File: config.mk
export PLATFORM = sky130hd
export DESIGN_NAME = time_sorted_table_min_size_eviction_flat
export DESIGN_NICKNAME = d
export VERILOG_FILES = /design/src/sv/tstmse_pkg.sv /design/src/sv/tstmse_ifs.sv /design/src/sv/tstmse_core.sv /design/src/sv/time_sorted_table_min_size_eviction.sv /design/src/flat_wrapper.sv
export SDC_FILE = /design/constraint.sdc
export NUM_CORES = 2
export LEC_CHECK = 0
export ABC_AREA = 1
export BUFFER_PORTS_ARGS = -buffer_cell sky130_fd_sc_hd__buf_2
export CAP_MARGIN = 10
export CORE_MARGIN = 5
export CORE_UTILIZATION = 50
export DETAILED_ROUTE_END_ITERATION = 6
export PLACE_DENSITY_LB_ADDON = 0.25
export SLEW_MARGIN = 20
export SYNTH_ARGS = -nofsm -noshare
export SYNTH_HDL_FRONTEND = slang
export SYNTH_HIERARCHICAL = 1
export SYNTH_SLANG_ARGS = --single-unit
export TNS_END_PERCENT = 100
File: constraint.sdc
create_clock -name clk -period 18.3 [get_ports clk]
set_clock_uncertainty 0.1 [all_clocks]
set_input_delay 3.66 -clock clk [delete_from_list [all_inputs] [get_ports clk]]
set_output_delay 3.66 -clock clk [all_outputs]
set_load 0.01 [all_outputs]
File: src/sv/tstmse_pkg.sv
// Shared widths, codes, payload types and helpers of the time-sorted table.
`default_nettype none

package tstmse_pkg;

  localparam int SIZE_W = 40;
  localparam int TIME_W = 32;
  localparam int CAP_W  = 48;
  // Exact running sum: one bit above the reported width covers 512 max-size entries.
  localparam int TOT_W  = 49;

  localparam logic [CAP_W-1:0] CAP_RESET = 48'd34359738368;  // 32 GiB

  // Input kind codes
  localparam logic KIND_ADD  = 1'b0;
  localparam logic KIND_TRIM = 1'b1;

  // Result status codes
  localparam logic ST_OK   = 1'b0;
  localparam logic ST_FULL = 1'b1;

  // One table slot as stored in memory
  typedef struct packed {
    logic [SIZE_W-1:0] size;
    logic [TIME_W-1:0] stamp;
  } entry_t;

  // One input item
  typedef struct packed {
    logic              kind;
    logic [SIZE_W-1:0] entry_size;
    logic [TIME_W-1:0] entry_time;
  } item_t;

  // One result beat
  typedef struct packed {
    logic              evicted;
    logic [SIZE_W-1:0] evicted_size;
    logic [TIME_W-1:0] evicted_time;
    logic [CAP_W-1:0]  total_size;
    logic              status;
    logic              last;
  } res_t;

  // Clamp the exact total to the reported width
  function automatic logic [CAP_W-1:0] sat_total(input logic [TOT_W-1:0] v);
    logic [CAP_W-1:0] r;
    r = (v > TOT_W'({CAP_W{1'b1}})) ? {CAP_W{1'b1}} : v[CAP_W-1:0];
    return r;
  endfunction

endpackage

`default_nettype wire

File: src/sv/tstmse_ifs.sv
// Channel interfaces: input items, results and the capacity write port.
`default_nettype none

interface tstmse_in_if import tstmse_pkg::*; ();
  logic              valid;
  logic              ready;
  logic              kind;
  logic [SIZE_W-1:0] entry_size;
  logic [TIME_W-1:0] entry_time;

  modport source (output valid, kind, entry_size, entry_time, input ready);
  modport sink   (input valid, kind, entry_size, entry_time, output ready);
endinterface

interface tstmse_out_if import tstmse_pkg::*; ();
  logic              valid;
  logic              ready;
  logic              evicted;
  logic [SIZE_W-1:0] evicted_size;
  logic [TIME_W-1:0] evicted_time;
  logic [CAP_W-1:0]  total_size;
  logic              status;
  logic              last;

  modport source (output valid, evicted, evicted_size, evicted_time, total_size, status,
                  last, input ready);
  modport sink   (input valid, evicted, evicted_size, evicted_time, total_size, status,
                  last, output ready);
endinterface

interface tstmse_cfg_if import tstmse_pkg::*; ();
  logic             valid;
  logic             ready;
  logic [CAP_W-1:0] capacity;

  modport source (output valid, capacity, input ready);
  modport sink   (input valid, capacity, output ready);
endinterface

`default_nettype wire

File: src/sv/tstmse_core.sv
// Table sequencer: slot memory plus sorted insert, min-size scan and compaction.
`default_nettype none

module tstmse_core import tstmse_pkg::*; #(
  parameter int TABLE_DEPTH = 16
) (
  input  logic             clk,
  input  logic             rst_n,
  input  logic             in_valid,
  output logic             in_ready,
  input  item_t            in_item,
  input  logic [CAP_W-1:0] cap,
  output logic             res_valid,
  input  logic             res_ready,
  output res_t             res
);

  localparam int IDX_W = $clog2(TABLE_DEPTH);
  localparam int CNT_W = $clog2(TABLE_DEPTH + 1);

  typedef enum logic [2:0] {
    S_IDLE, S_ADD_SCAN, S_ADD_PUT, S_MIN_START, S_MIN_SCAN, S_SHIFT_DN, S_EVICT, S_EMIT
  } state_t;

  state_t            state_r;
  logic [CNT_W-1:0]  cnt_r;
  logic [TOT_W-1:0]  total_r;
  logic [CNT_W-1:0]  idx_r;
  logic [SIZE_W-1:0] add_size_r;
  logic [TIME_W-1:0] add_time_r;
  logic [SIZE_W-1:0] best_size_r;
  logic [TIME_W-1:0] best_time_r;
  logic [CNT_W-1:0]  best_idx_r;
  res_t              res_r;

  // Slot memory, one write and one registered read per cycle
  entry_t            mem [TABLE_DEPTH];
  entry_t            rd_data_r;
  logic              rd_en;
  logic [IDX_W-1:0]  rd_addr;
  logic              wr_en;
  logic [IDX_W-1:0]  wr_addr;
  entry_t            wr_data;

  logic              in_acc;
  logic              tbl_full;
  logic              over_cap;
  logic [CNT_W-1:0]  idx_inc;
  logic              scan_more;
  logic              scan_take;
  logic [SIZE_W-1:0] best_size_upd;
  logic [TIME_W-1:0] best_time_upd;
  logic [CNT_W-1:0]  best_idx_upd;
  logic [CNT_W-1:0]  best_idx_inc;
  logic              shift_go;
  logic              add_shift;
  logic [TOT_W-1:0]  tot_add;
  logic [TOT_W-1:0]  tot_sub;
  logic              more_evict;
  entry_t            new_entry;

  assign in_ready  = (state_r == S_IDLE);
  assign in_acc    = in_valid && in_ready;
  assign res_valid = (state_r == S_EMIT);
  assign res       = res_r;

  assign tbl_full  = (cnt_r == CNT_W'(TABLE_DEPTH));
  assign over_cap  = (total_r > TOT_W'(cap)) && (cnt_r != '0);
  assign idx_inc   = CNT_W'(idx_r + 1'b1);
  assign scan_more = (idx_inc < cnt_r);
  assign new_entry = '{size: add_size_r, stamp: add_time_r};
  assign add_shift = (rd_data_r.stamp > add_time_r);
  assign tot_add   = total_r + TOT_W'(add_size_r);
  assign tot_sub   = total_r - TOT_W'(best_size_r);
  assign more_evict = (tot_sub > TOT_W'(cap)) && (cnt_r != CNT_W'(1));

  // Running minimum: first slot seeds it, strict less keeps the earliest tie
  always_comb begin
    scan_take     = (idx_r == '0) || (rd_data_r.size < best_size_r);
    best_size_upd = scan_take ? rd_data_r.size  : best_size_r;
    best_time_upd = scan_take ? rd_data_r.stamp : best_time_r;
    best_idx_upd  = scan_take ? idx_r           : best_idx_r;
    best_idx_inc  = CNT_W'(best_idx_upd + 1'b1);
    shift_go      = (best_idx_inc < cnt_r);
  end

  // Memory port control per state
  always_comb begin
    rd_en   = 1'b0;
    rd_addr = idx_r[IDX_W-1:0];
    wr_en   = 1'b0;
    wr_addr = idx_r[IDX_W-1:0];
    wr_data = new_entry;
    unique case (state_r)
      S_IDLE: begin
        if (in_acc && in_item.kind == KIND_ADD && !tbl_full) begin
          if (cnt_r == '0) begin
            wr_en   = 1'b1;
            wr_addr = '0;
            wr_data = '{size: in_item.entry_size, stamp: in_item.entry_time};
          end else begin
            rd_en   = 1'b1;
            rd_addr = IDX_W'(cnt_r - 1'b1);
          end
        end
      end
      S_ADD_SCAN: begin
        // walk down from the top, moving later slots up by one
        wr_en   = 1'b1;
        wr_addr = idx_inc[IDX_W-1:0];
        if (add_shift) begin
          wr_data = rd_data_r;
          if (idx_r != '0) begin
            rd_en   = 1'b1;
            rd_addr = IDX_W'(idx_r - 1'b1);
          end
        end
      end
      S_ADD_PUT: begin
        wr_en   = 1'b1;
        wr_addr = '0;
      end
      S_MIN_START: begin
        rd_en   = 1'b1;
        rd_addr = '0;
      end
      S_MIN_SCAN: begin
        if (scan_more) begin
          rd_en   = 1'b1;
          rd_addr = idx_inc[IDX_W-1:0];
        end else if (shift_go) begin
          rd_en   = 1'b1;
          rd_addr = best_idx_inc[IDX_W-1:0];
        end
      end
      S_SHIFT_DN: begin
        // close the gap left by the evicted slot
        wr_en   = 1'b1;
        wr_addr = IDX_W'(idx_r - 1'b1);
        wr_data = rd_data_r;
        if (scan_more) begin
          rd_en   = 1'b1;
          rd_addr = idx_inc[IDX_W-1:0];
        end
      end
      S_EVICT, S_EMIT: begin
      end
    endcase
  end

  // Slot memory
  always_ff @(posedge clk) begin
    if (wr_en) begin
      mem[wr_addr] <= wr_data;
    end
    if (rd_en) begin
      rd_data_r <= mem[rd_addr];
    end
  end

  // Sequencer
  always_ff @(posedge clk) begin
    if (!rst_n) begin
      state_r <= S_IDLE;
      cnt_r   <= '0;
      total_r <= '0;
    end else begin
      unique case (state_r)
        S_IDLE: begin
          if (in_acc) begin
            add_size_r <= in_item.entry_size;
            add_time_r <= in_item.entry_time;
            if (in_item.kind == KIND_ADD) begin
              if (tbl_full) begin
                res_r   <= '{evicted: 1'b0, evicted_size: '0, evicted_time: '0,
                             total_size: sat_total(total_r), status: ST_FULL, last: 1'b1};
                state_r <= S_EMIT;
              end else if (cnt_r == '0) begin
                cnt_r   <= CNT_W'(1);
                total_r <= TOT_W'(in_item.entry_size);
                res_r   <= '{evicted: 1'b0, evicted_size: '0, evicted_time: '0,
                             total_size: sat_total(TOT_W'(in_item.entry_size)),
                             status: ST_OK, last: 1'b1};
                state_r <= S_EMIT;
              end else begin
                idx_r   <= CNT_W'(cnt_r - 1'b1);
                state_r <= S_ADD_SCAN;
              end
            end else if (over_cap) begin
              state_r <= S_MIN_START;
            end else begin
              res_r   <= '{evicted: 1'b0, evicted_size: '0, evicted_time: '0,
                           total_size: sat_total(total_r), status: ST_OK, last: 1'b1};
              state_r <= S_EMIT;
            end
          end
        end
        S_ADD_SCAN: begin
          if (add_shift && idx_r != '0) begin
            idx_r <= CNT_W'(idx_r - 1'b1);
          end else if (add_shift) begin
            state_r <= S_ADD_PUT;
          end else begin
            cnt_r   <= CNT_W'(cnt_r + 1'b1);
            total_r <= tot_add;
            res_r   <= '{evicted: 1'b0, evicted_size: '0, evicted_time: '0,
                         total_size: sat_total(tot_add), status: ST_OK, last: 1'b1};
            state_r <= S_EMIT;
          end
        end
        S_ADD_PUT: begin
          cnt_r   <= CNT_W'(cnt_r + 1'b1);
          total_r <= tot_add;
          res_r   <= '{evicted: 1'b0, evicted_size: '0, evicted_time: '0,
                       total_size: sat_total(tot_add), status: ST_OK, last: 1'b1};
          state_r <= S_EMIT;
        end
        S_MIN_START: begin
          idx_r   <= '0;
          state_r <= S_MIN_SCAN;
        end
        S_MIN_SCAN: begin
          best_size_r <= best_size_upd;
          best_time_r <= best_time_upd;
          best_idx_r  <= best_idx_upd;
          if (scan_more) begin
            idx_r <= idx_inc;
          end else if (shift_go) begin
            idx_r   <= best_idx_inc;
            state_r <= S_SHIFT_DN;
          end else begin
            state_r <= S_EVICT;
          end
        end
        S_SHIFT_DN: begin
          if (scan_more) begin
            idx_r <= idx_inc;
          end else begin
            state_r <= S_EVICT;
          end
        end
        S_EVICT: begin
          cnt_r   <= CNT_W'(cnt_r - 1'b1);
          total_r <= tot_sub;
          res_r   <= '{evicted: 1'b1, evicted_size: best_size_r, evicted_time: best_time_r,
                       total_size: sat_total(tot_sub), status: ST_OK, last: !more_evict};
          state_r <= S_EMIT;
        end
        S_EMIT: begin
          if (res_ready) begin
            state_r <= res_r.last ? S_IDLE : S_MIN_START;
          end
        end
      endcase
    end
  end

  // Checks
  a_cnt_bound: assert property (@(posedge clk) disable iff (!rst_n)
    cnt_r <= CNT_W'(TABLE_DEPTH))
    else $error("entry count above table depth");

  a_no_port_clash: assert property (@(posedge clk) disable iff (!rst_n)
    (rd_en && wr_en) |-> (rd_addr != wr_addr))
    else $error("read and write of the same slot in one cycle");

  a_evict_no_underflow: assert property (@(posedge clk) disable iff (!rst_n)
    (state_r == S_EVICT) |-> (total_r >= TOT_W'(best_size_r)) && (cnt_r != '0))
    else $error("eviction from an empty table or below zero total");

  a_evict_ok_status: assert property (@(posedge clk) disable iff (!rst_n)
    (res_valid && res_r.evicted) |-> (res_r.status == ST_OK))
    else $error("eviction result flagged full");

  a_add_grows: assert property (@(posedge clk) disable iff (!rst_n)
    (state_r == S_ADD_PUT) |=> (cnt_r == CNT_W'($past(cnt_r) + 1'b1)))
    else $error("insert at head did not grow the table");

endmodule

`default_nettype wire

File: src/sv/time_sorted_table_min_size_eviction.sv
// Top level: capacity register, table sequencer and the result output register.
//
// Holds up to TABLE_DEPTH (size, time) entries in a slot memory, sorted by time with
// equal times placed after earlier arrivals. An add takes one walk from the top of
// the table down to the insert point, one slot per cycle, and gives one result. A
// trim removes smallest-size entries (earliest in time order on a tie) until the
// total is at most capacity; each removal is a full scan of the held slots followed
// by a compaction of the slots above the removed one, one memory access a cycle, and
// gives one result, and a trim that removes nothing gives one result. The slot
// memory has a single read and a single write port. Items are taken one at a time;
// a finished result sits in the output register while the next item is accepted.
// Capacity resets to 32 GiB and may be written only while the block is idle.
`default_nettype none

module time_sorted_table_min_size_eviction import tstmse_pkg::*; #(
  parameter int TABLE_DEPTH = 16
) (
  input  logic         clk,
  input  logic         rst_n,
  tstmse_in_if.sink    in_bus,
  tstmse_out_if.source out_bus,
  tstmse_cfg_if.sink   cfg_bus
);

  logic [CAP_W-1:0] cap_r;
  logic             out_valid_r;
  res_t             out_res_r;

  item_t            core_item;
  logic             core_res_valid;
  logic             core_res_ready;
  res_t             core_res;

  // Capacity register, always writable
  assign cfg_bus.ready = 1'b1;

  always_ff @(posedge clk) begin
    if (!rst_n) begin
      cap_r <= CAP_RESET;
    end else if (cfg_bus.valid) begin
      cap_r <= cfg_bus.capacity;
    end
  end

  assign core_item = '{kind: in_bus.kind, entry_size: in_bus.entry_size,
                       entry_time: in_bus.entry_time};

  tstmse_core #(
    .TABLE_DEPTH (TABLE_DEPTH)
  ) u_core (
    .clk       (clk),
    .rst_n     (rst_n),
    .in_valid  (in_bus.valid),
    .in_ready  (in_bus.ready),
    .in_item   (core_item),
    .cap       (cap_r),
    .res_valid (core_res_valid),
    .res_ready (core_res_ready),
    .res       (core_res)
  );

  // Output register: refills on the beat it drains
  assign core_res_ready = !out_valid_r || out_bus.ready;

  always_ff @(posedge clk) begin
    if (!rst_n) begin
      out_valid_r <= 1'b0;
    end else if (core_res_ready) begin
      out_valid_r <= core_res_valid;
      if (core_res_valid) begin
        out_res_r <= core_res;
      end
    end
  end

  assign out_bus.valid        = out_valid_r;
  assign out_bus.evicted      = out_res_r.evicted;
  assign out_bus.evicted_size = out_res_r.evicted_size;
  assign out_bus.evicted_time = out_res_r.evicted_time;
  assign out_bus.total_size   = out_res_r.total_size;
  assign out_bus.status       = out_res_r.status;
  assign out_bus.last         = out_res_r.last;

endmodule

`default_nettype wire

File: src/flat_wrapper.sv
// flat-port wrapper written by rule: the top's interface ports become plain ports
module time_sorted_table_min_size_eviction_flat import tstmse_pkg::*;
#(
  parameter int TABLE_DEPTH = 16
)
  (clk, rst_n, in_bus_valid, in_bus_kind, in_bus_entry_size, in_bus_entry_time, in_bus_ready, out_bus_valid, out_bus_evicted, out_bus_evicted_size, out_bus_evicted_time, out_bus_total_size, out_bus_status, out_bus_last, out_bus_ready, cfg_bus_valid, cfg_bus_capacity, cfg_bus_ready);
  tstmse_in_if in_bus_i ();
  tstmse_out_if out_bus_i ();
  tstmse_cfg_if cfg_bus_i ();
  input  logic clk;
  input  logic rst_n;
  input wire logic [$bits(in_bus_i.valid)-1:0] in_bus_valid;
  input wire logic [$bits(in_bus_i.kind)-1:0] in_bus_kind;
  input wire logic [$bits(in_bus_i.entry_size)-1:0] in_bus_entry_size;
  input wire logic [$bits(in_bus_i.entry_time)-1:0] in_bus_entry_time;
  output wire logic [$bits(in_bus_i.ready)-1:0] in_bus_ready;
  output wire logic [$bits(out_bus_i.valid)-1:0] out_bus_valid;
  output wire logic [$bits(out_bus_i.evicted)-1:0] out_bus_evicted;
  output wire logic [$bits(out_bus_i.evicted_size)-1:0] out_bus_evicted_size;
  output wire logic [$bits(out_bus_i.evicted_time)-1:0] out_bus_evicted_time;
  output wire logic [$bits(out_bus_i.total_size)-1:0] out_bus_total_size;
  output wire logic [$bits(out_bus_i.status)-1:0] out_bus_status;
  output wire logic [$bits(out_bus_i.last)-1:0] out_bus_last;
  input wire logic [$bits(out_bus_i.ready)-1:0] out_bus_ready;
  input wire logic [$bits(cfg_bus_i.valid)-1:0] cfg_bus_valid;
  input wire logic [$bits(cfg_bus_i.capacity)-1:0] cfg_bus_capacity;
  output wire logic [$bits(cfg_bus_i.ready)-1:0] cfg_bus_ready;
  assign in_bus_i.valid = in_bus_valid;
  assign in_bus_i.kind = in_bus_kind;
  assign in_bus_i.entry_size = in_bus_entry_size;
  assign in_bus_i.entry_time = in_bus_entry_time;
  assign in_bus_ready = in_bus_i.ready;
  assign out_bus_valid = out_bus_i.valid;
  assign out_bus_evicted = out_bus_i.evicted;
  assign out_bus_evicted_size = out_bus_i.evicted_size;
  assign out_bus_evicted_time = out_bus_i.evicted_time;
  assign out_bus_total_size = out_bus_i.total_size;
  assign out_bus_status = out_bus_i.status;
  assign out_bus_last = out_bus_i.last;
  assign out_bus_i.ready = out_bus_ready;
  assign cfg_bus_i.valid = cfg_bus_valid;
  assign cfg_bus_i.capacity = cfg_bus_capacity;
  assign cfg_bus_ready = cfg_bus_i.ready;
  time_sorted_table_min_size_eviction #(.TABLE_DEPTH(TABLE_DEPTH)) u_core (.clk(clk), .rst_n(rst_n), .in_bus(in_bus_i), .out_bus(out_bus_i), .cfg_bus(cfg_bus_i));
endmodule
==> flow_summary_export.csv <==
group,metric,value,unit
layout,nNetsFinal,8864,
sta,tightest_slew,1.210,ns
layout,fillCellCount,14210,
sta,hold_violations,0,
setup_path,worst_ep_arrival_time,8.90,ns
layout,syn_to_final_growth,10.34,%
min_path,min_path_type,"reg2reg",
global_routing,antenna_found_initial,22,
synthesis,async_flop_share,0,
synthesis,postSynthNetCount,8765,
route,via_count,63230,
layout,layout-drive-gt1-share,0.08102,
sta,min_period,8.421,ns
sta,setup_viol,0,
cts,cts_root_buf,"clkbuf_16",
global_routing,grt_pass1_wl,387.3,mm
route,first_iter_violations,7541,
outcome,status,"completed",
placed_design,io_buffers,250,
setup_path,crit_family,"simple AND/OR/NAND/NOR gates",
sta,finalSetupTns,0,ns
setup_path,critPathMostFrequentCell,"nand2_1",
sta,relSlewSlack,0.1916,
setup_path,cp-start-kind,"input pin",
floorplan,die_h,418.2,um
cts,clkTransAtPathRegs,0.06,ns
cts,ctsResizeCount,0,
global_routing,grt_start_max_net_pins,189,
route,drc,0,
setup_path,endpoint_kind,"flip-flop",
cts,htreeDepth,4,
min_path,hold_path_depth,0,
route,finalWirelength,262.6,mm
floorplan,pin_count,252,
synthesis,syn_area_per_cell,9.946,um^2
floorplan,die_w,418.2,um
setup_path,worst_path_largest_cell_delay,0.92,ns
setup_path,slowest_stage,"buf_4",
setup_path,crit_fanout,144,
global_routing,grt_usage,0.2939,
floorplan,num_rows,149,
cts,hold_buffers,0,
cts,post_cts_buffers,0,
global_routing,grt_overflow,0,
cts,cts_buffer_depth,3,
setup_path,cp_num_cells,19,
floorplan,core_area,165400,um^2
setup_path,path_cells,"buf_2 > inv_1 > nand2_2 > nor2_1 > nand2_1 > o21ai_1 > a21oi_1 > nor3_1 > nand2_1 > nor2_1 > nand2_8 > nand2_8 > buf_4 > buf_4 > nand2_1 > nand3_1 > nand3_1 > nand3_1 > nand2_1",
cts,clock-sinks,1730,
synthesis,yosysTopAreaCell,"edfxtp_1",
synthesis,synth-seq-area-share,0.6109,
sta,rsz0062_at_grt,"no",
layout,multi_input_area,26240,um^2
setup_path,crit_required,18.78,ns
setup_path,rr_worst_depth,32,
layout,seq_area,50890,um^2
floorplan,die_area,174900,um^2
synthesis,synth-edff-count,1624,
synthesis,netlist_instances,8375,
synthesis,syn-cell-area,83300,um^2
setup_path,path_buf_inv,4,
synthesis,synth_top_area_frac,0.5855,
route,routed_via_density,5.838,
sta,finalCritPeriodShare,0.4602,
placed_design,globalplace.congestion,0.9790,
placed_design,hpwlAfterDp,167.6,mm
cts,tritoncts,"built",
synthesis,ys_seq_elements,1730,
synthesis,ys_top_cells_by_area,"edfxtp_1 (59%), nand2_1 (8.6%), nand3_1 (8.6%), inv_1 (4.9%), ha_1 (3.9%)",
global_routing,grt_pass1_vias,59240,
route,ant_nets,0,
synthesis,yosys.cell_types.count,63,
setup_path,path_class,"in2reg",
run,maxCapViolations,0,
cts,numCtsBuffers,179,
sta,fmax,118.7,MHz
route,wl_per_cell,24.25,um
synthesis,yosys_warnings,6,
sta,maxSlewViolCount,0,
route,drtPass1Iterations,7,
synthesis,synth_flop_cell,"edfxtp_1",
floorplan,start_util,0.5037,
cts,clk_latency,0.84,ns
per-layer routing:
metal | vias up | part of all wire | GRT usage
met5 | - | 0.000088 | 0
met4 | 4 | 0.041 | 0.1191
met3 | 500 | 0.098 | 0.04676
met2 | 3360 | 0.45 | 0.4535
met1 | 30490 | 0.41 | 0.4189
li1 | 28880 | - | -
synthesized netlist by cell type, types with 5 or more instances:
cell and count:
inv_1 1083, o21ai_1 13, o21a_1 14, edfxtp_1 1624, nor4_1 11, o22ai_1 37, nand3_1 1432, o2111ai_1 7
buf_1 17, nor2_1 428, xor2_1 47, nand3b_1 5, a211o_1 19, or2_2 17, clkinv_1 6, dfxtp_1 106
nor3_1 25, a31o_2 24, buf_2 164, o31ai_1 21, a31oi_1 59, a21o_1 13, nand4_1 77, a21oi_1 293
clkbuf_1 158, a211oi_1 7, buf_6 31, xnor2_1 25, a41oi_1 24, o221ai_1 36, o21ai_0 239, nand2_1 1915
ha_1 262, o211ai_1 17, buf_4 57
state kept, by name, summed over array words and instances (netlist names), 48 cells and up:
register                   flops
u_core/u_core/total_r         49
u_core/u_core/mem           1152
u_core/cap_r                  48
u_core/u_core/res            123
u_core/out_bus.total_size     48
u_core/u_core/rd_data_r       72
cell usage in the layout, fill, tap and decap left out, types with 25 or more instances in the layout:
cell type	instances
nand2_1	1910
edfxtp_1	1624
nand3_1	1431
inv_1	1080
nor2_1	406
a21oi_1	293
ha_1	262
buf_2	248
o21ai_0	239
clkbuf_16	182
dfxtp_1	106
buf_4	92
nand4_1	77
a31oi_1	59
clkinv_1	53
xor2_1	47
o22ai_1	37
clkbuf_1	36
o221ai_1	36
clkinv_2	31
xnor2_1	25
path summary, 6_finish.rpt:
kind / start / end / slack [ns]
setup / recovery: in_bus_kind / u_core/u_core/rd_data_r[37] / 9.88
hold / removal: u_core/u_core/res[37] / u_core/out_bus.total_size[35] / 0.29
setup reg to reg: u_core/u_core/rd_data_r[65] / u_core/u_core/rd_data_r[37] / 10.09
hold reg to reg: u_core/u_core/res[37] / u_core/out_bus.total_size[35] / 0.29
cell type report:
cell class | count | area share
multi-input cells | 5120 | 0.2855
flip-flops and latches | 1730 | 0.5537
inverters | 1096 | 0.04495
repair buffers | 347 | 0.02279
diodes | 14 | 0.0003812
well taps | 2189 | 0.02980
clock inverters | 117 | 0.01187
clock buffers | 218 | 0.05102
through the flow:
| stage | instances | util | cell area [um^2] | hold WS [ns] | setup slack, ns |
|---|---|---|---|---|---|
| after floorplan | 8375 | - | 83300 | 0.3003 | 8.438 |
| after global placement | 10480 | 0.5202 | 86010 | 0.3018 | 9.216 |
| after detailed placement | 10480 | 0.5203 | 86040 | 0.3045 | 9.157 |
| after CTS | 10820 | 0.5553 | 91820 | 0.2804 | 10.06 |
| after global routing | 10830 | 0.5558 | 91900 | 0.2941 | 9.464 |
| final | 10830 | 0.5558 | 91910 | 0.2858 | 9.879 |
cell families after synthesis:
family	after synthesis	share of synthesized area
fa+ha+maj	264	0.03984
flops	1730	0.6109
other cells	1	0.00004502
buf+inv	1525	0.07697
simple gates	3934	0.2036
xor+xnor	74	0.007961
compound gates	847	0.06066
Power is left out: the tool's default activity adds up to more than one toggle a clock period on the data nets, which glitch-free logic cannot reach.
